==> src/hdl/lpfs_pkg.sv <==
package lpfs_pkg;

  // Hunting window and frame layout
  localparam int WIN_LEN   = 13;
  localparam int LEN_BYTES = 4;
  localparam int MARK_POS  = 5;
  localparam int MARK_LEN  = 8;
  localparam int DATA_POS  = 4;
  localparam int MIN_LEN   = 9;
  localparam int BURST_LEN = 9;
  localparam int LEN_W     = 8 * LEN_BYTES;
  localparam int FILL_W    = $clog2(WIN_LEN + 1);
  localparam int IDX_W     = $clog2(BURST_LEN);

  // ASCII "MsgCount", first marker byte in the lowest bits
  localparam logic [8*MARK_LEN-1:0] SYNC_MARK = 64'h746E_756F_4367_734D;

  // Configuration
  localparam int              MAX_LEN_W        = 14;
  localparam logic [13:0]     MAX_LEN_RST      = 14'd16380;
  localparam int              BUFFER_BYTES_DEF = 16384;
  localparam int              QUEUE_DEPTH_DEF  = 4;

  // Commands from the front to the back
  typedef logic [1:0] cmd_kind_t;
  localparam cmd_kind_t CMD_BYTE  = 2'd0;  // one pass-through payload byte
  localparam cmd_kind_t CMD_BURST = 2'd1;  // nine window bytes opening a frame
  localparam cmd_kind_t CMD_ERR   = 2'd2;  // length out of range

  typedef struct packed {
    cmd_kind_t                  kind;
    logic                       last;
    logic [8*BURST_LEN-1:0]     data;
  } cmd_t;

  typedef struct packed {
    logic full;
    logic not_empty;
  } q_status_t;

endpackage

==> src/hdl/lpfs_queue.sv <==
module lpfs_queue #(
  parameter int DEPTH = 4
) (
  input  logic                clk,
  input  logic                rst_n,
  input  logic                push,
  input  lpfs_pkg::cmd_t      push_cmd,
  input  logic                pop,
  output lpfs_pkg::cmd_t      pop_cmd,
  output lpfs_pkg::q_status_t status
);
  import lpfs_pkg::*;

  localparam int AW = (DEPTH > 1) ? $clog2(DEPTH) : 1;
  localparam int CW = $clog2(DEPTH + 1);

  cmd_t          mem_r [DEPTH];
  logic [AW-1:0] wptr_r, wptr_nxt;
  logic [AW-1:0] rptr_r, rptr_nxt;
  logic [CW-1:0] count_r, count_nxt;
  logic          do_push, do_pop;

  assign status.full      = (count_r == CW'(DEPTH));
  assign status.not_empty = (count_r != '0);
  assign pop_cmd          = mem_r[rptr_r];

  assign do_push = push && !status.full;
  assign do_pop  = pop && status.not_empty;

  always_comb begin
    wptr_nxt  = wptr_r;
    rptr_nxt  = rptr_r;
    count_nxt = count_r;
    if (do_push) begin
      wptr_nxt = (wptr_r == AW'(DEPTH - 1)) ? '0 : wptr_r + 1'b1;
    end
    if (do_pop) begin
      rptr_nxt = (rptr_r == AW'(DEPTH - 1)) ? '0 : rptr_r + 1'b1;
    end
    if (do_push && !do_pop) begin
      count_nxt = count_r + 1'b1;
    end else if (do_pop && !do_push) begin
      count_nxt = count_r - 1'b1;
    end
  end

  always_ff @(posedge clk) begin
    if (do_push) begin
      mem_r[wptr_r] <= push_cmd;
    end
  end

  always_ff @(posedge clk) begin
    if (!rst_n) begin
      wptr_r  <= '0;
      rptr_r  <= '0;
      count_r <= '0;
    end else begin
      wptr_r  <= wptr_nxt;
      rptr_r  <= rptr_nxt;
      count_r <= count_nxt;
    end
  end

endmodule

==> src/hdl/lpfs_front.sv <==
module lpfs_front #(
  parameter int BUFFER_BYTES = 16384
) (
  input  logic                               clk,
  input  logic                               rst_n,
  input  logic                               in_tvalid,
  output logic                               in_tready,
  input  logic [7:0]                         in_tdata,
  input  logic [lpfs_pkg::MAX_LEN_W-1:0]     max_len,
  input  logic                               q_full,
  output logic                               push,
  output lpfs_pkg::cmd_t                     push_cmd
);
  import lpfs_pkg::*;

  localparam int LIMIT_CAP_I = (BUFFER_BYTES - 4 > (1 << MAX_LEN_W) - 1) ?
                               (1 << MAX_LEN_W) - 1 : BUFFER_BYTES - 4;
  localparam logic [MAX_LEN_W-1:0] LIMIT_CAP = MAX_LEN_W'(LIMIT_CAP_I);

  logic [7:0]              win_r [WIN_LEN];
  logic [7:0]              win_nxt [WIN_LEN];
  logic [7:0]              win_sh [WIN_LEN];
  logic [FILL_W-1:0]       fill_r, fill_nxt;
  logic                    in_payload_r, in_payload_nxt;
  logic [MAX_LEN_W-1:0]    rem_r, rem_nxt;

  logic                    accept;
  logic [8*MARK_LEN-1:0]   mark;
  logic [LEN_W-1:0]        len;
  logic [8*BURST_LEN-1:0]  head;
  logic [MAX_LEN_W-1:0]    limit;
  logic                    len_bad;
  logic                    is_match;

  assign in_tready = !q_full;
  assign accept    = in_tvalid && !q_full;

  // Window as it stands once this byte is shifted in
  always_comb begin
    for (int i = 0; i < WIN_LEN - 1; i++) begin
      win_sh[i] = win_r[i+1];
    end
    win_sh[WIN_LEN-1] = in_tdata;
    for (int i = 0; i < MARK_LEN; i++) begin
      mark[8*i +: 8] = win_sh[MARK_POS+i];
    end
    for (int i = 0; i < LEN_BYTES; i++) begin
      len[8*i +: 8] = win_sh[i];
    end
    for (int i = 0; i < BURST_LEN; i++) begin
      head[8*i +: 8] = win_sh[DATA_POS+i];
    end
  end

  assign limit    = (max_len > LIMIT_CAP) ? LIMIT_CAP : max_len;
  assign is_match = (mark == SYNC_MARK);
  assign len_bad  = (len < LEN_W'(MIN_LEN)) || (len > LEN_W'(limit));

  always_comb begin
    win_nxt        = win_r;
    fill_nxt       = fill_r;
    in_payload_nxt = in_payload_r;
    rem_nxt        = rem_r;
    push           = 1'b0;
    push_cmd       = '0;
    if (accept) begin
      if (in_payload_r) begin
        push              = 1'b1;
        push_cmd.kind     = CMD_BYTE;
        push_cmd.data[7:0] = in_tdata;
        push_cmd.last     = (rem_r <= MAX_LEN_W'(1));
        if (rem_r <= MAX_LEN_W'(1)) begin
          in_payload_nxt = 1'b0;
          rem_nxt        = '0;
          fill_nxt       = '0;
        end else begin
          rem_nxt = rem_r - 1'b1;
        end
      end else begin
        win_nxt = win_sh;
        if (fill_r != FILL_W'(WIN_LEN - 1)) begin
          fill_nxt = fill_r + 1'b1;
        end else if (is_match && len_bad) begin
          // drop oldest, keep hunting
          push          = 1'b1;
          push_cmd.kind = CMD_ERR;
        end else if (is_match) begin
          push          = 1'b1;
          push_cmd.kind = CMD_BURST;
          push_cmd.data = head;
          push_cmd.last = (len == LEN_W'(MIN_LEN));
          fill_nxt      = '0;
          if (len != LEN_W'(MIN_LEN)) begin
            in_payload_nxt = 1'b1;
            rem_nxt        = len[MAX_LEN_W-1:0] - MAX_LEN_W'(MIN_LEN);
          end
        end
      end
    end
  end

  always_ff @(posedge clk) begin
    win_r <= win_nxt;
  end

  always_ff @(posedge clk) begin
    if (!rst_n) begin
      fill_r       <= '0;
      in_payload_r <= 1'b0;
      rem_r        <= '0;
    end else begin
      fill_r       <= fill_nxt;
      in_payload_r <= in_payload_nxt;
      rem_r        <= rem_nxt;
    end
  end

endmodule

==> src/hdl/lpfs_back.sv <==
module lpfs_back (
  input  logic           clk,
  input  logic           rst_n,
  input  logic           q_not_empty,
  input  lpfs_pkg::cmd_t q_cmd,
  output logic           q_pop,
  output logic           out_tvalid,
  input  logic           out_tready,
  output logic [7:0]     out_tdata,
  output logic           out_tlast,
  output logic [1:0]     out_tuser
);
  import lpfs_pkg::*;

  localparam logic [IDX_W-1:0] IDX_LAST = IDX_W'(BURST_LEN - 1);

  cmd_t             cur_r, cur_nxt;
  logic             cur_valid_r, cur_valid_nxt;
  logic [IDX_W-1:0] idx_r, idx_nxt;
  logic             advance;
  logic             done;

  assign advance = cur_valid_r && out_tready;
  assign done    = (cur_r.kind != CMD_BURST) || (idx_r == IDX_LAST);
  assign q_pop   = q_not_empty && (!cur_valid_r || (advance && done));

  assign out_tvalid = cur_valid_r;
  assign out_tdata  = cur_r.data[8*idx_r +: 8];

  always_comb begin
    out_tlast = 1'b0;
    out_tuser = 2'b00;
    case (cur_r.kind)
      CMD_BYTE: begin
        out_tlast = cur_r.last;
      end
      CMD_BURST: begin
        out_tlast    = cur_r.last && (idx_r == IDX_LAST);
        out_tuser[0] = (idx_r == '0);
      end
      CMD_ERR: begin
        out_tuser[1] = 1'b1;
      end
      default: begin
        out_tlast = 1'b0;
      end
    endcase
  end

  always_comb begin
    cur_nxt       = cur_r;
    cur_valid_nxt = cur_valid_r;
    idx_nxt       = idx_r;
    if (q_pop) begin
      cur_nxt       = q_cmd;
      cur_valid_nxt = 1'b1;
      idx_nxt       = '0;
    end else if (advance) begin
      if (done) begin
        cur_valid_nxt = 1'b0;
      end else begin
        idx_nxt = idx_r + 1'b1;
      end
    end
  end

  always_ff @(posedge clk) begin
    cur_r <= cur_nxt;
  end

  always_ff @(posedge clk) begin
    if (!rst_n) begin
      cur_valid_r <= 1'b0;
      idx_r       <= '0;
    end else begin
      cur_valid_r <= cur_valid_nxt;
      idx_r       <= idx_nxt;
    end
  end

endmodule

==> src/hdl/length_prefixed_frame_sync.sv <==
// Channel   Direction  Beat contents
// in_       slave      tdata[7:0] rx_byte
// out_      master     tdata[7:0] payload_byte, tlast frame_last,
//                      tuser[0] frame_first, tuser[1] length_error
// cfg_      slave      data[13:0] max_payload_length
//
// One byte is taken per cycle while the command queue has room. A payload
// byte passes through a queue entry, then the back output register. A
// marker hit queues nine output beats; the back drains one beat a cycle
// while out_tready stays high, so the command queue can fill and in_tready
// drops after a hit. A held out_tready backs up through the queue to
// in_tready. Synchronous active-low reset clears the window fill, frame
// state, queue and output valid, and loads max_payload_length with 16380.
module length_prefixed_frame_sync #(
  parameter int BUFFER_BYTES = lpfs_pkg::BUFFER_BYTES_DEF,
  parameter int QUEUE_DEPTH  = lpfs_pkg::QUEUE_DEPTH_DEF
) (
  input  logic                            clk,
  input  logic                            rst_n,
  // input stream
  input  logic                            in_tvalid,
  output logic                            in_tready,
  input  logic [7:0]                      in_tdata,    // [7:0] rx_byte
  // result stream
  output logic                            out_tvalid,
  input  logic                            out_tready,
  output logic [7:0]                      out_tdata,   // [7:0] payload_byte
  output logic                            out_tlast,   // frame_last
  output logic [1:0]                      out_tuser,   // [0] frame_first, [1] length_error
  // configuration write
  input  logic                            cfg_valid,
  output logic                            cfg_ready,
  input  logic [lpfs_pkg::MAX_LEN_W-1:0]  cfg_data     // [13:0] max_payload_length
);
  import lpfs_pkg::*;

  logic [MAX_LEN_W-1:0] max_len_r, max_len_nxt;
  logic                 push;
  cmd_t                 push_cmd;
  logic                 pop;
  cmd_t                 pop_cmd;
  q_status_t            q_status;

  // Config is always taken; the user must write only while the block is idle, unchecked
  assign cfg_ready   = 1'b1;
  assign max_len_nxt = cfg_valid ? cfg_data : max_len_r;

  always_ff @(posedge clk) begin
    if (!rst_n) begin
      max_len_r <= MAX_LEN_RST;
    end else begin
      max_len_r <= max_len_nxt;
    end
  end

  // Front: hunt for the marker, turn marker hits and payload bytes into commands
  lpfs_front #(
    .BUFFER_BYTES (BUFFER_BYTES)
  ) u_front (
    .clk       (clk),
    .rst_n     (rst_n),
    .in_tvalid (in_tvalid),
    .in_tready (in_tready),
    .in_tdata  (in_tdata),
    .max_len   (max_len_r),
    .q_full    (q_status.full),
    .push      (push),
    .push_cmd  (push_cmd)
  );

  // Short command queue decouples the hunting side from the output side
  lpfs_queue #(
    .DEPTH (QUEUE_DEPTH)
  ) u_queue (
    .clk      (clk),
    .rst_n    (rst_n),
    .push     (push),
    .push_cmd (push_cmd),
    .pop      (pop),
    .pop_cmd  (pop_cmd),
    .status   (q_status)
  );

  // Back: expand commands into output beats
  lpfs_back u_back (
    .clk         (clk),
    .rst_n       (rst_n),
    .q_not_empty (q_status.not_empty),
    .q_cmd       (pop_cmd),
    .q_pop       (pop),
    .out_tvalid  (out_tvalid),
    .out_tready  (out_tready),
    .out_tdata   (out_tdata),
    .out_tlast   (out_tlast),
    .out_tuser   (out_tuser)
  );

endmodule

==> config.mk <==
export PLATFORM = sky130hd
export DESIGN_NAME = length_prefixed_frame_sync
export DESIGN_NICKNAME = d
export VERILOG_FILES = /design/src/hdl/lpfs_pkg.sv /design/src/hdl/lpfs_queue.sv /design/src/hdl/lpfs_front.sv /design/src/hdl/lpfs_back.sv /design/src/hdl/length_prefixed_frame_sync.sv
export SDC_FILE = /design/constraint.sdc
export NUM_CORES = 1
export LEC_CHECK = 0
export BUFFER_PORTS_ARGS = -buffer_cell sky130_fd_sc_hd__buf_2
export CORE_ASPECT_RATIO = 1.5
export CORE_MARGIN = 1
export CORE_UTILIZATION = 45
export CTS_BUF_LIST = sky130_fd_sc_hd__clkbuf_4
export DETAILED_ROUTE_END_ITERATION = 8
export PLACE_DENSITY = 0.67
export RECOVER_POWER = 50
export SLEW_MARGIN = 20
export SYNTH_ARGS = -nofsm -noshare
export SYNTH_HDL_FRONTEND = slang
export SYNTH_HIERARCHICAL = 1
export SYNTH_SLANG_ARGS = --single-unit
==> constraint.sdc <==
create_clock -name clk -period 10.88 [get_ports clk]
set_input_delay 2.176 -clock clk [delete_from_list [all_inputs] [get_ports clk]]
set_output_delay 2.176 -clock clk [all_outputs]
set_load 0.05 [all_outputs]
== Word level (Yosys, flattened, before mapping) ==
Memory sizes are Yosys's and may differ from the RTL's. A register that Yosys moved wholly into a read port is not among the register bits.
Cells that the tools add are included.

* Flip-flop bits (word level): 141
* RAM bits: 300
* Input port bits: 27
* Output and inout bits: 14
* Word-level logic and storage cells: 128
* Memories: 1

{| class="wikitable"
|+ Memory list
! name !! depth !! bits a word !! read ports !! clocked after Yosys merged registers in !! write ports !! line !! text
|-
| u_queue.mem_r || 4 || 75 || 1 || 1 || 1 || lpfs_queue.sv:17 || <nowiki>cmd_t mem_r [DEPTH];</nowiki>
|}

* Add/sub/neg operators: 8
* Order comparisons: 4
* Equality and inequality tests: 15
* Shift operators: 1
* Muxes and demuxes: 43
* Bitwise logic cells: 3
* Reduce and logical (&&, ||, !) cells: 32

{| class="wikitable"
|+ Operators with widths
! operator !! count
|-
| $mux 75 || 2
|-
| $mux 14 || 7
|-
| $mux 74 || 1
|-
| $mux 73 || 1
|-
| $shiftx 72x8->8 || 1
|-
| $eq 64x63->1 const B || 1
|-
| $mux 64 || 1
|-
| $eq 32x4->1 const B || 1
|-
| $gt 32x14->1 || 1
|-
| $lt 32x4->1 const B || 1
|-
| $ne 32x4->1 const B || 1
|-
| $mux 4 || 5
|-
| $mux 1 || 18
|-
| $gt 14x14->1 const B || 1
|-
| $le 14x1->1 const B || 1
|-
| $sub 14x1->14 const B || 1
|-
| $sub 14x4->14 const B || 1
|-
| $logic_and 1x1->1 || 10
|-
| $reduce_bool 2->1 || 5
|-
| $mux 3 || 3
|-
| $add 4x1->4 const B || 2
|-
| $mux 8 || 1
|-
| $eq 2x2->1 const B || 3
|-
| $mux 2 || 3
|-
| 21 further kinds || 34
|}

== Depth between registers and ports, before layout ==
Gate-level depths: netlist of run 1.

* Word-level depth: 14
* Gate-level depth with buffers: 14
* Mapped depth without buffers: 13

== Cells and area by module ==
Netlist of run 1, hierarchy kept.

{| class="wikitable"
|+ Modules (own cells, without submodules)
! module !! times used !! cells each !! area an instance (sq um) !! sequential area each (sq um)
|-
| lpfs_queue || 1 || 442 || 11,294.6 || 9,188.8
|-
| lpfs_front || 1 || 491 || 5,718.0 || 3,263.1
|-
| lpfs_back || 1 || 174 || 3,185.6 || 2,352.3
|-
| length_prefixed_frame_sync || 1 || 47 || 524.3 || 280.3
|}

== Least setup slack after synthesis of run 1 ==
No wires, ideal clock.

* Path type: input port to flip-flop
* From: input port out_tready
* To: register u_queue.count_r[2]
* Library setup time: 76 ps
* Data arrival time: 7,882 ps
* Required time: 10,804 ps
* Setup slack: 2,923 ps
* Stages: 9
* Cell sequence: o21ai_1 a21boi_1 o31ai_1 ha_1 inv_1 fa_1 xor2_1 or3_1 a21boi_0

* Word-level cells in the longest chain between the ends: 8

{| class="wikitable"
|+ RTL lines
! what !! line !! text
|-
| start, declared || length_prefixed_frame_sync.sv:26 || <nowiki>input logic out_tready,</nowiki>
|-
| $logic_and 1x1->1 * || lpfs_back.sv:23 || <nowiki>assign advance = cur_valid_r && out_tready;</nowiki>
|-
| $logic_and 1x1->1 * || lpfs_back.sv:25 || <nowiki>assign q_pop = q_not_empty && (!cur_valid_r || (advance && done));</nowiki>
|-
| $logic_or 1x1->1 * || lpfs_back.sv:25 ||
|-
| $logic_and 1x1->1 * || lpfs_back.sv:25 ||
|-
| net pop || length_prefixed_frame_sync.sv:40 || <nowiki>logic pop;</nowiki>
|-
| $logic_and 1x1->1 * || lpfs_queue.sv:28 || <nowiki>assign do_pop = pop && status.not_empty;</nowiki>
|-
| $logic_not 1->1 || lpfs_queue.sv:40 || <nowiki>if (do_push && !do_pop) begin</nowiki>
|-
| $logic_and 1x1->1 || lpfs_queue.sv:40 ||
|-
| $mux 3 or $reduce_bool 2->1 (tied branches) || -- ||
|-
| end signal, assigned || lpfs_queue.sv:61 || <nowiki>count_r <= count_nxt;</nowiki>
|-
| end, declared || lpfs_queue.sv:20 || <nowiki>logic [CW-1:0] count_r, count_nxt;</nowiki>
|}

The timed path passes the listed nets; every way through them passes the cells marked *.
A chain may end at the register's enable or synchronous reset.

== Worst setup path after layout of run 1 ==
* From: input port out_tready
* To: register u_back/cur_r[37] (netlist name)

* Word-level cells in the longest chain between the ends: 4

{| class="wikitable"
|+ RTL lines
! what !! line
|-
| $logic_and 1x1->1 || lpfs_back.sv:23
|-
| $logic_and 1x1->1 || lpfs_back.sv:25
|-
| $logic_or 1x1->1 || lpfs_back.sv:25
|-
| $logic_and 1x1->1 || lpfs_back.sv:25
|-
| net pop || length_prefixed_frame_sync.sv:40
|}

The timed path passes the listed nets, and every way through them passes these cells.

==> results by group, run 1 <==
Worst setup path
  – CP endpoint kind: flop
  – Worst-case reg-to-reg path depth: 7
  – Critical Path Source Type: input pin
  – Critical Path RT: 11.20 ns
  – Flop-to-flop setup slack: 4.65 ns
  – Reg2reg start: u_back/idx_r[1]
  – Crit path kind: input pin to flop
  – R2r endpoint: u_back/cur_r[37]
  – Crit path DAT: 6.94 ns
  – Worst-path maximum fanout: 70

Synthesis
  – Synth async-reset ratio: 0
  – Most used DFF post-synth: edfxtp_1
  – Avg Inst Size Synth: 18.0 um2
  – Yosys warning count: 6
  – Cell count after synthesis: between 1k and 1.5k
  – Count of state elements after synthesis: around 520
  – Cell area after synthesis: 0.0207 mm2
  – Sequential area share after synthesis: 0.728
  – Synth unique cells: 78
  – Post-synth EDFFs: 471

Min path
  – Endpoint with the worst hold slack: u_front/len[25]
  – Worst Hold Depth: 0
  – Hold Startpoint: u_front/head[1]
  – Hold WC Path Type: flop to flop

Drt
  – Wirelength per Cell: 20.1 um
  – Wirelength, routed: about 39000 um
  – DRC: 0
  – Vias: 10.6k
  – Antenna Violating Nets Remaining: 0
  – Via density: 5.44
  – Drt initial violations: 616
  – Drt pass-1 iters: 5

STA
  – Final setup vio count: 0
  – RSZ-0062 raised after global routing: no
  – Final worst-path cycle share: 0.609
  – Max Clk Rate: 0.151 GHz
  – Hold_ws: 0.434 ns
  – Max-slew violation count: 334
  – Min Tclk post-route: 6.62 ns
  – Final Skew: 0.0808 ns
  – TNS Setup: 0 ns
  – Worst Tran Pin Value: 4.51 ns
  – Hold Vio Cnt, Final: 0
  – Slew margin rel.: -2.01

Clock tree
  – Htree depth: 3
  – Post-cts gate resize count: 0
  – Hold Buf Count CTS: 0
  – Post-CTS setup buffers: 0
  – TritonCTS Buffers: between 100 and 150
  – Clock tree buffer depth: 3
  – CTS tree: yes
  – CTS Root Cell: clkbuf_4
  – Clock Pin Slew Worst Setup and Hold Paths: 0.08 ns
  – Clock Latency Late Sink: 0.88 ns
  – Clk sinks: 518

Finish
  – Most frequent cells in the layout: 471 x edfxtp_1, 173 x clkbuf_4, 82 x mux4_2
  – Cell area after layout: 0.0228 mm2
  – Area growth syn-to-layout: 10.2%
  – Most common cell after layout, fill and taps aside: edfxtp_1
  – Share of cells above drive strength 1: 0.251
  – Nets: 1333

Power
  – Maximum VDD drop: 0.0861 mV
  – Cell leakage power: slightly below 7 nW
  – Overall Power: around 3.8 mW
  – Power Density: between 150 and 200 mW/mm2

Job
  – Max Cap Viol: 7

Floorplan
  – Core Area: 0.0452 mm2
  – Die area: 0.0469 mm2
  – Initial Util: 0.459
  – Vert. Die Dim: 265 um
  – Cell row count: 95
  – Io pins: 41
  – Die width: 177 um

Global routing
  – Vias in the first global route: around 11k
  – Initial antenna violation count: 2
  – Global route overflow: 0
  – First-pass GRT wire length: around 62000 um
  – Gr usage total: 0.176
  – Largest net degree at the start of global routing: slightly below 90

Placed design
  – Placed Area: 0.0214 mm2
  – Routability cong.: 0.826
  – IO buf count: 39
  – DP Wirelength: 23200 um

Status
  – Failing checks: capacitance limit, slew limit
  – Status: finished, violations left
==> worst max-delay path by stage <==
| stage | from | endpoint |
|---|---|---|
| CTS | u_back/idx_r[1] | out_tdata[2] |
| finish | out_tready | u_back/cur_r[37] |
| floorplan | out_tready | u_queue/count_r[2] |
| global placement | in_tdata[0] | u_queue/mem_r[0][39] |
| global route | out_tready | u_back/cur_r[37] |
| detailed placement | in_tdata[0] | u_queue/mem_r[1][36] |
==> synth_stat cells (9+ instances only) <==
library cell    n  area, um2
edfxtp_1      471      14100
mux4_2         82       1850
nand2_1        63        236
nor2_1         58        218
dfxtp_1        47        941
mux2i_1        34        340
buf_4          32        240
ha_1           28        350
inv_1          27        101
a21oi_1        19       95.1
clkbuf_1       18       67.6
nand3_1        15       75.1
nand4_1        15       93.8
nor4_1         15       93.8
buf_6          13        146
o21ai_1        13       65.1
buf_2          11       55.1
o221ai_1       11       96.3
a31oi_1         9       56.3
nor2b_1         9       56.3
o21ai_0         9       45.0
xor2_1          9       78.8
==> cell type report <==
type                       instances  area [um2]
timing repair buffer              54         279
clock buffer                     173        1300
clock inverter                    43         248
sequential                       518       15100
tap                              582         728
antenna                            1        2.50
fill                            3728       22300
multi-input combinational        558        5090
inverter                          27         101
==> critical path: stages <==
cell and delay, ns:
clkbuf_1 0.12, o21ai_0 0.13, a21boi_0 1.42, clkbuf_1 3.02
==> through the flow <==
| step | instances | setup WS [ns] | utilization |
|---|---|---|---|
| CTS | 1955 | 5.61 | 0.507 |
| floorplan | 1180 | 2.92 | - |
| detailed placement | 1739 | 4.81 | 0.473 |
| global route | 1956 | 3.87 | 0.506 |
| finish | 1956 | 4.26 | 0.506 |
| global placement | 1739 | 4.71 | 0.473 |
==> state kept, by name, indices dropped and copies added (netlist names), 3 cells and up, named ones only <==
name,cells
u_queue/count_r,3
u_queue/mem_r,300
u_back/idx_r,4
u_back/cur_r,75
max_len_r,14
u_front/len,32
u_front/rem_r,14
u_front/fill_r,4
u_front/head,64
==> cells by family after synthesis <==
logic type / share of synthesized area
AO/OA/AOI/OAI: 0.0347
AND/OR/NAND/NOR: 0.0702
flip-flops: 0.728
adder cells (fa/ha/maj): 0.0179
XOR/XNOR: 0.00676
multiplexers: 0.111
other: 0.000362
buffers and inverters: 0.0310
==> power breakdown <==
group / internal (mW) / total [mW] / switching (mW)
logic: 0.0209 / 0.0569 / 0.0359
clock network: 0.765 / 1.51 / 0.747
registers: 2.18 / 2.20 / 0.0211
==> layer usage <==
layer / up-vias / global-route usage / part of all wire
met2: 300 / 0.311 / 0.54
met5: - / 0 / 0.00020
li1: 4894 / - / -
met4: 2 / 0.0869 / 0.029
met1: 5389 / 0.196 / 0.38
met3: 59 / 0.0406 / 0.049
No activity file was read; power rests on OpenSTA's default activity.
==> inputs of run 2 (changes only) <==
==> constraint.sdc (replaced) <==
create_clock -name clk -period 6.6 [get_ports clk]
set_input_delay 1.32 -clock clk [delete_from_list [all_inputs] [get_ports clk]]
set_output_delay 1.32 -clock clk [all_outputs]
set_load 0.05 [all_outputs]
==> results by group, run 2 (synthesis gave the netlist of run 1 again) <==
Drt
  – Metal-1 WL: 15600 um
  – DR WL met2: between 20000 and 25000 um
  – Met3 wire length: 2250 um
  – Via density: ~5.5
  – Antenna Violating Nets Remaining: 0
  – Drt initial violations: just under 700
  – Max layer used: met4
  – Wirelength, routed: roughly 40000 um
  – Drt pass-1 iters: 5
  – DRC: 0
  – Vias: 10.7k
  – Wirelength per Cell: 20.3 um

Finish
  – Share of cells above drive strength 1: 0.252
  – Largest register FFs: 300
  – Cell area after layout: 0.0229 mm2
  – Nets: 1332
  – Most frequent cells in the layout: 471 x edfxtp_1, 165 x clkbuf_4, 82 x mux4_2
  – Most common cell after layout, fill and taps aside: edfxtp_1
  – Area growth syn-to-layout: 10.5%
  – Final core occ: 0.507
  – Fillers: 3740
  – Largest Register: u_queue/mem_r

Floorplan
  – Initial Util: 0.459
  – Io pins: between 40 and 50
  – Vert. Die Dim: 265 um
  – Die width: about 180 um
  – Core Area: between 0.04 and 0.05 mm2
  – Cell row count: 95
  – Die area: 0.0469 mm2

STA
  – RSZ-0062 raised after global routing: no
  – Min Tclk post-route: 4.88 ns
  – Final setup vio count: 0
  – Hold Vio Cnt, Final: 0
  – Final Skew: about 0.074 ns
  – Max Clk Rate: approximately 0.2 GHz
  – TNS Setup: 0 ns
  – Slew margin rel.: -1.77
  – Max-slew violation count: 305
  – Worst Tran Pin Value: 4.16 ns
  – Final worst-path cycle share: 0.740

Clock tree
  – Clock tree buffer depth: 3
  – Clk sinks: a little over 500
  – Post-cts gate resize count: 0
  – TritonCTS Buffers: about 120
  – Htree depth: 3
  – Clock Pin Slew Worst Setup and Hold Paths: 0.08 ns
  – Clock Latency Late Sink: ~0.85 ns
  – CTS tree: yes
  – Hold Buf Count CTS: 0
  – CTS Root Cell: clkbuf_4
  – Post-CTS setup buffers: 0

Placed design
  – IO buf count: 39
  – DP Wirelength: 23000 um
  – Placed Area: 0.0214 mm2
  – Routability cong.: 0.817

Min path
  – Endpoint with the worst hold slack: u_front/head[35]
  – Hold Startpoint: u_front/head[43]
  – Hold WC Path Type: flop to flop
  – Worst Hold Depth: 0

Worst setup path
  – Crit path buf inv count: 2
  – Flop-to-flop setup slack: 1.72 ns
  – Crit path DAT: 5.62 ns
  – Crit path kind: flop to flop
  – Reg2reg start: u_queue/count_r[0]
  – Critical Path RT: between 7 and 8 ns
  – R2r endpoint: u_front/fill_r[2]
  – Crit path max-delay family: buffers and inverters
  – Max incr delay on CP: 3.06 ns
  – Worst path depth: 7
  – Worst-path maximum fanout: between 90 and 100
  – Critical Path Source Type: flop
  – Worst-case reg-to-reg path depth: 7
  – CP max stage cell: dlygate4sd2_1
  – Cells along the critical path: nor3b_1, inv_1, nand2_1, nor2_4, dlygate4sd2_1, a21oi_1, nor3_1
  – CP endpoint kind: flop

Status
  – Status: finished, violations left
  – Failing checks: capacitance limit, slew limit

Global routing
  – Global route overflow: 0
  – Initial antenna violation count: 1
  – Vias in the first global route: 11.3k
  – Gr usage total: 0.175
  – First-pass GRT wire length: between 60000 and 70000 um
  – Largest net degree at the start of global routing: 98

Power
  – Maximum VDD drop: 0.160 mV
  – Power Density: 272 mW/mm2
  – Cell leakage power: approximately 6.9 nW

Job
  – Max Cap Viol: 5
run 2: worst max-delay path by stage:
stage	to	startpoint
6_report	u_front/fill_r[2]	u_queue/count_r[0]
5_1_grt	u_back/cur_r[69]	flop
4_1_cts	out_tdata[7]	u_back/idx_r[0]
3_5_place_dp	u_queue/count_r[2]	in_tdata[0]
3_3_place_gp	u_queue/mem_r[2][56]	in_tdata[0]
2_1_floorplan	u_queue/count_r[2]	out_tready
run 2: routing by layer:
layer | GRT usage | vias to the layer above
met5 | 0 | -
met3 | 0.0379 | 61
met4 | 0.0785 | 0
met1 | 0.215 | 5471
met2 | 0.296 | 319
li1 | - | 4892
run 2: worst reg2reg max path, cell delays in order, from the launching register on:
cell           delay, ns
dfxtp_1             0.44
nor3b_1             0.12
inv_1               0.14
nand2_1             0.31
nor2_4              0.18
dlygate4sd2_1       3.06
a21oi_1             0.29
nor3_1              0.25
run 2: power breakdown:
group          leakage (nW)  switching, mW  internal, mW
Clock                 0.903           1.22          1.28
Sequential             4.12         0.0354          3.59
Combinational          1.83         0.0587        0.0350
run 2: final cells by class:
class / count / area, um2 / area share
sequential: 518 / 15100 / 0.659
inverter: 27 / 101 / 0.00443
multi-input combinational: 558 / 5110 / 0.223
clock inverter: 49 / 293 / 0.0128
antenna: 1 / 2.50 / 0.000109
timing repair buffer: 54 / 337 / 0.0147
tap: 582 / 728 / 0.0318
clock buffer: 165 / 1240 / 0.0541
run 2: stage by stage:
stage / hold WS, ns / power (mW) / worst slack (ns) / cells
after floorplan: 0.417 / 3.76 / 1.40 / 1180
after global placement: 0.422 / 3.79 / 1.49 / 1739
after detailed placement: 0.430 / 3.79 / 1.47 / 1739
after CTS: 0.446 / 6.32 / 1.95 / 1953
after global routing: 0.450 / 6.49 / 1.19 / 1954
final: 0.438 / 6.22 / 1.72 / 1954
==> inputs of run 3 (changes only) <==
==> constraint.sdc (replaced) <==
create_clock -name clk -period 4.6 [get_ports clk]
set_input_delay 0.92 -clock clk [delete_from_list [all_inputs] [get_ports clk]]
set_output_delay 0.92 -clock clk [all_outputs]
set_load 0.05 [all_outputs]
==> results by group, run 3 (synthesis gave the netlist of run 1 again) <==
Clock tree
  – Clock Latency Late Sink: roughly 0.80 ns
  – Post-cts gate resize count: 0
  – Post-CTS setup buffers: 0
  – CTS Root Cell: clkbuf_4
  – Clk sinks: 518
  – Htree depth: 3
  – Clock Pin Slew Worst Setup and Hold Paths: roughly 0.070 ns
  – Clock tree buffer depth: 3
  – Hold Buf Count CTS: 0
  – CTS tree: yes
  – TritonCTS Buffers: about 120

Global routing
  – Largest net degree at the start of global routing: 80
  – First-pass GRT wire length: 62100 um
  – Initial antenna violation count: 1
  – Gr usage total: 0.176
  – Vias in the first global route: ~12k
  – Global route overflow: 0

Finish
  – Final core occ: 0.508
  – Most frequent cells in the layout: 471 x edfxtp_1, 171 x clkbuf_4, 82 x mux4_2
  – Nets: approximately 1.3k
  – Fillers: 3786
  – Final Non-Filler Cells: slightly below 2k
  – Largest register FFs: 300
  – Largest Register: u_queue/mem_r
  – Area growth syn-to-layout: 10.8%
  – Share of cells above drive strength 1: 0.256
  – Cell area after layout: 0.0230 mm2
  – Most common cell after layout, fill and taps aside: edfxtp_1

Power
  – Cell leakage power: 6.88 nW
  – NetSw: 1.81 mW
  – Pint: 6.90 mW
  – Power Density: 379 mW/mm2
  – Switching part of the total power: 0.207
  – Combinational group share of total power: 0.016
  – Overall Power: 8.71 mW
  – Seq pwr share: 0.597
  – Maximum VDD drop: 0.171 mV
  – Clock Power Share: 0.387

Placed design
  – IO buf count: 39
  – DP Wirelength: 24200 um
  – Worst slack, placed: 0.472 ns
  – Placed Cells: between 1.5k and 2k
  – Placed Area: 0.0216 mm2
  – Routability cong.: 0.841

Drt
  – Via density: 5.45
  – Wirelength, routed: 39900 um
  – Drt initial violations: 631
  – Antenna Violating Nets Remaining: 0
  – DRC: 0
  – Drt pass-1 iters: 5
  – Wirelength per Cell: 20.3 um
  – Vias: 10.7k

Worst setup path
  – Worst-path maximum fanout: 13
  – Worst-case reg-to-reg path depth: 7
  – R2r endpoint: u_back/cur_r[35]
  – CP endpoint kind: output port
  – Reg2reg start: u_back/idx_r[0]
  – Flop-to-flop setup slack: 0.87 ns
  – Crit path kind: flop to output port
  – Critical Path RT: around 3.7 ns
  – Critical Path Source Type: flop
  – Crit path DAT: 2.81 ns

STA
  – Hold_ws: 0.354 ns
  – Min Tclk post-route: 3.73 ns
  – TNS Setup: 0 ns
  – Hold Vio Cnt, Final: 0
  – Worst Tran Pin Value: 2.77 ns
  – Final Skew: 0.0715 ns
  – RSZ-0062 raised after global routing: no
  – Max Clk Rate: 0.268 GHz
  – Final setup vio count: 0
  – Max-slew violation count: 118
  – Slew margin rel.: -0.852
  – Setup WS post-layout: ~0.87 ns
  – Final worst-path cycle share: 0.811

Floorplan
  – Die width: approximately 180 um
  – Die area: 0.0469 mm2
  – Io pins: 41
  – Initial Util: 0.459
  – Core Area: ~0.045 mm2
  – Vert. Die Dim: around 260 um
  – Cell row count: 95

Min path
  – Hold WC Path Type: input pin to flop
  – Endpoint with the worst hold slack: max_len_r[5]
  – Worst Hold Depth: 3
  – Hold Startpoint: cfg_data[5]

Job
  – Max Cap Viol: 3

Status
  – Status: finished, violations left
  – Failing checks: capacitance limit, slew limit
## run 3: cell types whose count changed in the layout (fill, tap and decap cells not counted), sizes merged
cell and delta:
clkbuf +10, inv -3, bufinv -3, dlygate4sd2 -1, buf +11, clkinv -8
## run 3: final cells by class
class | count | area (um2) | area share
Clock buffer | 171 | 1280 | 0.0559
Clock inverter | 35 | 151 | 0.00659
Tap cell | 582 | 728 | 0.0317
Sequential cell | 518 | 15100 | 0.657
Timing Repair Buffer | 68 | 492 | 0.0214
Inverter | 27 | 101 | 0.00441
Multi-Input combinational cell | 558 | 5110 | 0.223
Antenna cell | 1 | 2.50 | 0.000109
## run 3: layer usage
layer / vias to the layer above / global-route usage / part of all wire
li1: 4923 / - / -
met1: 5421 / 0.196 / 0.38
met2: 271 / 0.321 / 0.55
met3: 58 / 0.0413 / 0.045
met4: 0 / 0.0671 / 0.021
met5: - / 0 / 0
## run 3: critical path: stages, from the launching register on
cell and delay, ns:
dfxtp_1 0.76, nor4b_4 0.71, nand2_1 0.13, nand2_1 0.14, buf_2 0.28
## run 3: how the worst max path moves through the flow
stage / startpoint / to / depth (start not counted)
final: u_back/idx_r[3] / out_tdata[6] / 4
after global routing: u_back/idx_r[0] / u_back/cur_r[35] / 7
after CTS: u_back/idx_r[2] / out_tdata[0] / 5
after detailed placement: in_tdata[0] / u_queue/count_r[2] / 15
after global placement: in_tdata[0] / u_queue/count_r[2] / 15
after floorplan: in_tvalid / u_queue/mem_r[0][57] / 6
## run 3: power by group through the flow
stage	Combinational (mW)	Clock (mW)	Sequential, mW
CTS	0.137	3.49	5.20
floorplan	0.115	0	5.28
finish	0.137	3.37	5.20
global placement	0.133	0	5.30
detailed placement	0.136	0	5.30
global route	0.154	3.72	5.20
